## src/anxb_pkg.sv

```systemverilog
`default_nettype none
// ----------------------------------------------------------------------------
// anxb_pkg
// Shared types and constants for the Annex B NAL unit extractor.
// ----------------------------------------------------------------------------
package anxb_pkg;

    // Byte values that the start code and emulation prevention rules look for.
    localparam logic [7:0] BYTE_ZERO = 8'h00;
    localparam logic [7:0] BYTE_ONE  = 8'h01;
    localparam logic [7:0] BYTE_EPB  = 8'h03;

    // One input byte yields at most this many output beats.
    localparam int MAX_RESULTS = 4;
    localparam int RES_IDX_W   = $clog2(MAX_RESULTS);
    localparam int RES_CNT_W   = $clog2(MAX_RESULTS + 1);

    // Zero-run counters saturate here.
    localparam logic [1:0] ZERO_RUN_MAX = 2'd2;
    localparam logic [1:0] HELD_MAX     = 2'd3;

    typedef struct packed {
        logic [7:0] payload;
        logic       has_byte;
        logic       unit_first;
        logic       long_start;
        logic       unit_end;
    } t_result;

endpackage
`default_nettype wire

```

## src/annexb_nal_unit_extractor.sv

```systemverilog
`default_nettype none
// Result beats of a byte are loaded into the result buffer when the byte is accepted.
// Throughput: one byte per cycle while each byte yields at most one result beat and the
// receiver is ready. A byte that yields k beats (k up to 4: flushed held zeros plus the
// byte) keeps s_tready low while the buffer drains, one beat per cycle when ready.
// Reset (synchronous, active low) clears the parser state and the result buffer and
// sets the emulation prevention removal enable to 1.
// ----------------------------------------------------------------------------
// annexb_nal_unit_extractor
// Splits an H.264 Annex B byte stream into NAL unit payload beats, dropping
// start codes and, when enabled, emulation prevention bytes.
// ----------------------------------------------------------------------------
module annexb_nal_unit_extractor
    import anxb_pkg::*;
(
    input  wire logic       i_clk,
    input  wire logic       i_rst_n,
    // Configuration: emulation prevention removal enable.
    input  wire logic       i_cfg_we,
    input  wire logic       i_cfg_wdata,
    // Input byte stream.
    input  wire logic       s_tvalid,
    output logic            s_tready,
    input  wire logic [7:0] s_tdata,    // [7:0] stream_byte
    input  wire logic       s_tlast,    // stream_end
    // Output payload stream.
    output logic            m_tvalid,
    input  wire logic       m_tready,
    output logic [7:0]      m_tdata,    // [7:0] payload_byte
    output logic [2:0]      m_tuser,    // [0] has_byte, [1] unit_first, [2] long_start_code
    output logic            m_tlast     // unit_end
);

    // ------------------------------------------------------------------
    // Registers
    // ------------------------------------------------------------------
    logic                 r_epb_en;
    logic                 r_in_unit;
    logic [1:0]           r_held;       // zeros held back as a possible start code
    logic [1:0]           r_zero_run;   // consecutive zero payload bytes, saturating
    logic                 r_first;      // next beat of the open unit is its first
    logic                 r_long;       // open unit began with a 4-byte start code
    logic [RES_CNT_W-1:0] r_cnt;        // beats loaded in the result buffer
    logic [RES_CNT_W-1:0] r_idx;        // next beat to send
    t_result              r_res [MAX_RESULTS];

    logic                 n_in_unit;
    logic [1:0]           n_held;
    logic [1:0]           n_zero_run;
    logic                 n_first;
    logic                 n_long;
    logic [RES_CNT_W-1:0] n_cnt;
    t_result              n_res [MAX_RESULTS];

    logic                 w_accept;
    logic                 w_drain_last;

    // ------------------------------------------------------------------
    // Handshake. The result buffer accepts a new byte when it is empty or
    // its last beat leaves in this cycle.
    // ------------------------------------------------------------------
    assign m_tvalid     = (r_idx != r_cnt);
    assign w_drain_last = ((r_idx + RES_CNT_W'(1)) == r_cnt) && m_tready;
    assign s_tready     = (r_idx == r_cnt) || w_drain_last;
    assign w_accept     = s_tvalid && s_tready;

    assign m_tdata = r_res[r_idx[RES_IDX_W-1:0]].payload;
    assign m_tuser = {r_res[r_idx[RES_IDX_W-1:0]].long_start,
                      r_res[r_idx[RES_IDX_W-1:0]].unit_first,
                      r_res[r_idx[RES_IDX_W-1:0]].has_byte};
    assign m_tlast = r_res[r_idx[RES_IDX_W-1:0]].unit_end;

    // ------------------------------------------------------------------
    // Parser. Every byte falls into one of three cases:
    //  - a zero: held back while fewer than three are held; beyond that the
    //    oldest held zero becomes payload,
    //  - a one after at least two held zeros: a start code,
    //  - anything else: held zeros are flushed as payload, then the byte.
    // Only the trailing byte can be an emulation prevention byte, so the
    // beats of a step are always some zeros followed by at most one byte.
    // End of stream flushes held zeros into the open unit and closes it.
    // ------------------------------------------------------------------
    always_comb begin
        logic       v_is_zero;
        logic       v_is_start;
        logic [2:0] v_z;         // zero beats in this step
        logic       v_tail;      // trailing input byte is sent
        logic [2:0] v_run_sum;
        logic [2:0] v_n;
        logic       v_slot_first;

        v_is_zero    = (s_tdata == BYTE_ZERO);
        v_is_start   = (s_tdata == BYTE_ONE) && (r_held >= 2'd2);
        v_z          = '0;
        v_tail       = 1'b0;
        v_run_sum    = '0;
        v_n          = '0;
        v_slot_first = 1'b0;

        n_in_unit  = r_in_unit;
        n_held     = r_held;
        n_zero_run = r_zero_run;
        n_first    = r_first;
        n_long     = r_long;

        for (int k = 0; k < MAX_RESULTS; k++) begin
            n_res[k] = '0;
        end

        if (v_is_start) begin
            // A start code closes the open unit with a bare end marker.
            if (r_in_unit) begin
                n_res[0].unit_first = r_first;
                n_res[0].long_start = r_first && r_long;
                n_res[0].unit_end   = 1'b1;
            end
            n_in_unit  = 1'b1;
            n_first    = 1'b1;
            n_long     = (r_held == HELD_MAX);
            n_held     = '0;
            n_zero_run = '0;
            v_n        = {2'b00, r_in_unit};
            // A stream that ends on a start code leaves an empty unit.
            if (s_tlast) begin
                n_res[v_n[RES_IDX_W-1:0]].unit_first = 1'b1;
                n_res[v_n[RES_IDX_W-1:0]].long_start = (r_held == HELD_MAX);
                n_res[v_n[RES_IDX_W-1:0]].unit_end   = 1'b1;
                v_n = v_n + 3'd1;
            end
        end else begin
            if (v_is_zero) begin
                if (s_tlast) begin
                    v_z = {1'b0, r_held} + 3'd1;
                end else begin
                    v_z = (r_held == HELD_MAX) ? 3'd1 : 3'd0;
                end
                n_held    = (r_held == HELD_MAX) ? HELD_MAX : r_held + 2'd1;
                v_run_sum = {1'b0, r_zero_run} + v_z;
                n_zero_run = (v_run_sum >= 3'd2) ? ZERO_RUN_MAX : v_run_sum[1:0];
            end else begin
                v_z       = {1'b0, r_held};
                v_run_sum = {1'b0, r_zero_run} + {1'b0, r_held};
                // Drop 03 after two zero payload bytes of the same unit.
                v_tail    = !(r_epb_en && (s_tdata == BYTE_EPB) && (v_run_sum >= 3'd2));
                n_held     = '0;
                n_zero_run = '0;
            end

            if (r_in_unit) begin
                v_n = v_z + {2'b00, v_tail};
                for (int k = 0; k < MAX_RESULTS; k++) begin
                    v_slot_first          = (k == 0) && r_first;
                    n_res[k].payload      = (3'(k) < v_z) ? BYTE_ZERO : s_tdata;
                    n_res[k].has_byte     = 1'b1;
                    n_res[k].unit_first   = v_slot_first;
                    n_res[k].long_start   = v_slot_first && r_long;
                    n_res[k].unit_end     = s_tlast && (3'(k) == (v_n - 3'd1));
                end
                // Nothing sent in this step: the end needs a bare marker.
                if (s_tlast && (v_n == 3'd0)) begin
                    n_res[0].payload    = BYTE_ZERO;
                    n_res[0].has_byte   = 1'b0;
                    n_res[0].unit_end   = 1'b1;
                    v_n = 3'd1;
                end
                if (v_n != 3'd0) begin
                    n_first = 1'b0;
                end
            end else begin
                n_zero_run = '0;
            end
        end

        // End of stream returns the parser to its reset state.
        if (s_tlast) begin
            n_in_unit  = 1'b0;
            n_held     = '0;
            n_zero_run = '0;
            n_first    = 1'b0;
            n_long     = 1'b0;
        end

        n_cnt = RES_CNT_W'(v_n);
    end

    // ------------------------------------------------------------------
    // Control state
    // ------------------------------------------------------------------
    always_ff @(posedge i_clk) begin
        if (!i_rst_n) begin
            r_epb_en   <= 1'b1;
            r_in_unit  <= 1'b0;
            r_held     <= '0;
            r_zero_run <= '0;
            r_first    <= 1'b0;
            r_long     <= 1'b0;
            r_cnt      <= '0;
            r_idx      <= '0;
        end else begin
            if (i_cfg_we) begin
                r_epb_en <= i_cfg_wdata;
            end
            if (w_accept) begin
                r_in_unit  <= n_in_unit;
                r_held     <= n_held;
                r_zero_run <= n_zero_run;
                r_first    <= n_first;
                r_long     <= n_long;
                r_cnt      <= n_cnt;
                r_idx      <= '0;
            end else if (m_tvalid && m_tready) begin
                r_idx <= r_idx + RES_CNT_W'(1);
            end
        end
    end

    // Result buffer payload.
    always_ff @(posedge i_clk) begin
        if (w_accept) begin
            for (int k = 0; k < MAX_RESULTS; k++) begin
                r_res[k] <= n_res[k];
            end
        end
    end

    // ------------------------------------------------------------------
    // Assertions
    // ------------------------------------------------------------------
`ifndef SYNTHESIS
    a_idx_in_range: assert property (@(posedge i_clk) disable iff (!i_rst_n)
        r_idx <= r_cnt)
        else $error("result index ran past the loaded count");

    a_end_resets: assert property (@(posedge i_clk) disable iff (!i_rst_n)
        s_tvalid && s_tready && s_tlast |=> !r_in_unit && (r_held == 2'd0) && !r_first)
        else $error("parser state not cleared after end of stream");

    a_long_needs_first: assert property (@(posedge i_clk) disable iff (!i_rst_n)
        m_tvalid && m_tuser[2] |-> m_tuser[1])
        else $error("long start code flag without first flag");

    a_marker_is_end: assert property (@(posedge i_clk) disable iff (!i_rst_n)
        m_tvalid && !m_tuser[0] |-> m_tlast && (m_tdata == BYTE_ZERO))
        else $error("bare marker beat that does not end a unit");
`endif

endmodule
`default_nettype wire

```

## config.mk

```make
export PLATFORM = sky130hd
export DESIGN_NAME = annexb_nal_unit_extractor
export DESIGN_NICKNAME = d
export VERILOG_FILES = /design/src/anxb_pkg.sv /design/src/annexb_nal_unit_extractor.sv
export SDC_FILE = /design/constraint.sdc
export NUM_CORES = 1
export LEC_CHECK = 0
export BUFFER_PORTS_ARGS = -buffer_cell sky130_fd_sc_hd__buf_2
export CAP_MARGIN = 20
export CORE_ASPECT_RATIO = 1.1
export CORE_MARGIN = 4
export CORE_UTILIZATION = 40
export CTS_BUF_LIST = sky130_fd_sc_hd__clkbuf_2
export CTS_CLUSTER_SIZE = 40
export DETAILED_ROUTE_END_ITERATION = 8
export HOLD_SLACK_MARGIN = 0.08
export MAX_ROUTING_LAYER = met4
export PLACE_DENSITY = 0.56
export SKIP_CTS_REPAIR_TIMING = 1
export SYNTH_ARGS = -nofsm -noshare
export SYNTH_HDL_FRONTEND = slang
export SYNTH_SLANG_ARGS = --single-unit
```

## constraint.sdc

```tcl
create_clock -name i_clk -period 3.1 [get_ports i_clk]
set_input_delay 0.155 -clock i_clk [delete_from_list [all_inputs] [get_ports i_clk]]
set_output_delay 0.155 -clock i_clk [all_outputs]
set_load 0.01 [all_outputs]
```

Word-level counts from Yosys, hierarchy flattened

Memory sizes are Yosys's and may differ from the RTL's. A register that Yosys moved wholly into a read port is not among the register bits.
Cells that the tools add are included.

Register bits: 14
Bits in writable memories: 48
Input port bits: 15
Output and inout bits: 14
Logic and storage cells: 117
Memories kept: 1

Memory list:

| name  | words | bits a word | rd ports | clocked after memory_dff | write ports | line                            | text |
|---|---|---|---|---|---|---|---|
| r_res | 4     | 12          | 1        | 1                        | 4           | annexb_nal_unit_extractor.sv:45 | `t_result r_res [MAX_RESULTS];` |

$add $sub $neg: 8
Order comparisons: 9
Eq/ne operators: 9
Multiplexer cells: 55
Bitwise logic cells: 2
Reduce and logical (&&, ||, !) cells: 25

Operator list:

| operator              | count |
|---|---|
| $bwmux W48            | 3 |
| $mux W48              | 3 |
| $demux W12 S2         | 3 |
| $mux W3               | 13 |
| $mux W8               | 4 |
| $mux W2               | 13 |
| $mux W1               | 15 |
| $logic_and A1 B1 Y1   | 13 |
| $mux W9               | 1 |
| $reduce_bool A3 Y1    | 3 |
| $eq A8 B1 Y1 const B  | 1 |
| $eq A8 B2 Y1 const B  | 1 |
| $logic_not A8 Y1      | 1 |
| $eq A2 B3 Y1 const A  | 2 |
| $eq A3 B3 Y1          | 2 |
| $ge A3 B2 Y1 const B  | 2 |
| $logic_not A3 Y1      | 2 |
| $lt A1 B3 Y1 const A  | 2 |
| $lt A2 B3 Y1 const A  | 2 |
| $add A2 B1 Y3 const B | 1 |
| $add A2 B2 Y3         | 1 |
| $add A2 B3 Y3         | 1 |
| $add A3 B1 Y3         | 1 |
| $add A3 B1 Y3 const B | 1 |
| 17 further kinds      | 17 |

Logic depth before layout (Yosys ltp)

Depth in word-level cells: 18
Mapped depth: 11
Gate-level depth less buffers: 10

Least setup slack after synthesis

Ideal clock, no wire load.

Path type: register to register
Start point: reg r_held[0]
End point: mem r_res[0][10] (netlist bit), data pin
Library setup time: 0.273 ns
Data arrival time: 2.529 ns
Data required time: 2.827 ns
Setup slack: 0.298 ns
Cell stages (with the launch flop): 10
Path buffers: 0
Clock period less this slack: 2.802 ns
Cell sequence: dfxtp_1 -> ha_1 -> nor2b_1 -> a21o_1 -> mux2_2 -> ha_1 -> ha_1 -> nand2b_1 -> nor4_4 -> nor4_1

RTL lines:

| what                   | line                             | text |
|---|---|---|
| from (decl)            | annexb_nal_unit_extractor.sv:39  | `logic [1:0] r_held;` |
| from (signal assigned) | annexb_nal_unit_extractor.sv:205 | `r_held <= n_held;` |
| to (decl)              | annexb_nal_unit_extractor.sv:45  |  |

==> impl_metrics.py <==
metrics = {
    "layout": {
        "nNetsFinal": 346,
        "final_cell_mix": "edfxtp_1, buf_2, nand2_1",
        "area_growth_pct": 16.3,
        "drive_above_1_share_pct": 22.3,
        "antenna_cells": 0,
        "mostFrequentLayoutCell": "edfxtp_1",
    },
    "timing": {
        "rsz0062_at_grt": "no",
        "setup_tns_ns": 0,
        "tightest_slew_ns": 0.793,
        "hold_violations": 0,
        "period_needed_ns": 2.92,
        "setup_violations": 0,
        "relSlewSlack_pct": 47.1,
        "finalCritPeriodShare_pct": 94.3,
        "fmax_mhz": 342,
        "setup_slack_ns": 0.177,
        "finClkSkew_ns": 0.0230,
        "finalMaxSlewViolations": 0,
    },
    "global_routing": {
        "antenna_found_initial": 0,
        "grt_overflow": 0,
        "grt_pass1_wl_um": 11600,
        "grt_usage_pct": 16.8,
        "grt_pass1_vias": 2248,
        "grt_max_degree": 38,
    },
    "detailed_routing": {
        "drc": 0,
        "via_count": 2314,
        "viasPerCell": 5.41,
        "drt-initial-drc-count": 108,
        "post_drt_wl_per_cell_um": 16.3,
        "first_pass_iters": 4,
        "wirelength_um": 6980,
        "ant_nets": 0,
    },
    "power_and_ir_drop": {
        "vdd_drop_max_mv": 0.329,
        "p_leak_nw": 1.37,
        "p_per_area_mw_per_mm2": 748,
    },
    "yosys": {
        "ys_ff_latch": 58,
        "synth_top_family_by_area": "simple AND/OR/NAND/NOR gates",
        "synth_seq_area_share_pct": 50.4,
        "syn_inst": 274,
        "synth_cell_type_count": 55,
        "yosysWarnings": 0,
        "synth_area_per_cell_um2": 11.5,
        "synth_nets": 302,
        "synth_area_mm2": 0.00314,
        "synth_xor_area_share_pct": 3.23,
        "synth-compound-area-share_pct": 9.29,
        "synth_edf_count": 42,
        "synth_top_area_share_pct": 40.2,
        "synth-simple-area-share_pct": 18.2,
        "synth_largest_area_cell": "edfxtp_1",
        "synth_fa_ha_area_share_pct": 5.66,
        "ys.flop_type": "edfxtp_1",
        "synthMuxAreaShare_pct": 8.45,
        "async_flop_share_pct": 0,
        "synth_area_leaders": "edfxtp_1, dfxtp_1, mux4_2",
    },
    "clock_tree": {
        "insertion_delay_ns": 0.52,
        "tritoncts": "built",
        "root_buffer": "clkbuf_2",
        "cts_sinks": 58,
        "numCtsBuffers": 9,
        "clock_path_buffers": 2,
        "htreeDepth": 3,
        "clk_pin_slew_ns": 0.16,
    },
    "floorplan": {
        "io_pins": 29,
        "fp.dieW_um": 92.5,
        "die-height_um": 101,
        "fp.coreArea_mm2": 0.00756,
        "die-area_mm2": 0.00933,
        "num_rows": 33,
        "start_util_pct": 41.5,
    },
    "critical_path": {
        "critical_path.max_stage_delay_ns": 0.51,
        "cp-end-kind": "flip-flop",
        "r2r-start": "r_held[1]",
        "critPathMaxFanout": 8,
        "cp_data_required_time_ns": 3.43,
        "worstPathArrival_ns": 3.25,
        "crit_family": "adder cells",
        "crit_type": "flip-flop to flip-flop",
        "startpoint": "r_held[1]",
        "crit_path_top_delay_cell": "dfxtp_1",
        "start_kind": "flip-flop",
        "path_cells": "inv_1 -> fa_1 -> a21oi_1 -> o21ai_0 -> ha_1 -> ha_1 -> nor4_4 -> o21ai_0 -> nor3_1",
        "crit_buf_inv": 1,
    },
    "run_status": {
        "status": "complete, no violations",
    },
    "placement": {
        "dp.final_hpwl_um": 4880,
        "port_buffers": 28,
        "pre_cts_ws_ns": 0.125,
        "routabilityCongestion": 0.854,
    },
    "worst_hold_path": {
        "hold_class": "primary input to flip-flop",
        "hp-start": "m_tready",
    },
    "job": {
        "drv_cap": 0,
    },
}
-- final cells by class --
type | count | area (µm²)
Fill cell | 724 | 3910
Sequential cell | 58 | 1580
Multi-Input combinational cell | 182 | 1410
Timing Repair Buffer | 48 | 328
Tap cell | 105 | 131
Clock inverter | 6 | 81.3
Inverter | 19 | 71.3
Clock buffer | 10 | 50.0
-- sequential cells by signal (all words and copies together), names as in the netlist, named ones only --
register    count
r_zero_run      2
r_cnt           3
r_held          2
r_epb_en        1
r_idx           3
r_in_unit       1
r_long          1
r_res          42
r_first         1
-- cells in the mapped netlist, drive strengths merged, types with 4 or more instances --
cell type  count
inv           19
clkbuf         8
nor3          19
nand3          8
nand2         25
o31ai          4
mux4           9
edfxtp        42
mux2i          4
buf            7
nor4          18
ha            11
o21ai          9
dfxtp         16
xor2           5
nor2          18
a21oi          7
xnor2          4
-- kinds of logic (layout without fill, tap and decap cells) --
group | Yosys count | in the layout
and+or+nand+nor | 103 | 103
DFF | 58 | 58
AOI/OAI and AO/OA | 41 | 41
buffers and inverters | 34 | 83
muxes | 15 | 15
adders and majority gates | 13 | 13
xor gates and xnor gates | 10 | 10
-- metal layers --
metal  track usage, %  routed length [µm]  up-vias
li1                 -                   -     1134
met1             21.4                3250     1118
met2             25.5                3330       50
met3             4.48                 283       12
met4             6.97                 115        0
met5                -                   0        -
-- report_power, final --
part / switching (W) / total [W] / internal, W
registers: 0.000127 / 0.00132 / 0.00119
logic: 0.000488 / 0.000863 / 0.000375
clock network: 0.000285 / 0.000550 / 0.000265
total: 0.000900 / 0.00273 / 0.00183
-- worst paths after layout --
| path | to | slack (ns) | depth (start not counted) |
|---|---|---|---|
| setup / recovery | r_res[3][0] | 0.18 | 9 |
| hold / removal | r_idx[2] | 0.12 | 4 |
| setup reg to reg | r_res[3][0] | 0.18 | 9 |
| hold reg to reg | r_first | 0.49 | 2 |
-- metrics by stage --
step	utilization (%)	hold WS [ns]	cells	cell area (µm²)	power, W
after detailed placement	45.1	0.377	400	3400	0.00221
after CTS	46.8	-0.176	416	3540	0.00276
after global routing	48.3	0.102	428	3650	0.00292
after floorplan	-	0.217	274	3140	0.00189
final	48.3	0.115	428	3650	0.00273
after global placement	45.1	0.371	400	3400	0.00220
-- worst min-delay path, delay by kind of cell --
kind,cells,cell delay (ns)
buf+inv,1,0.12
compound gates,1,0.11
simple gates,1,0.11
xor+xnor,1,0.07
Power figures use the tool's default switching activity.
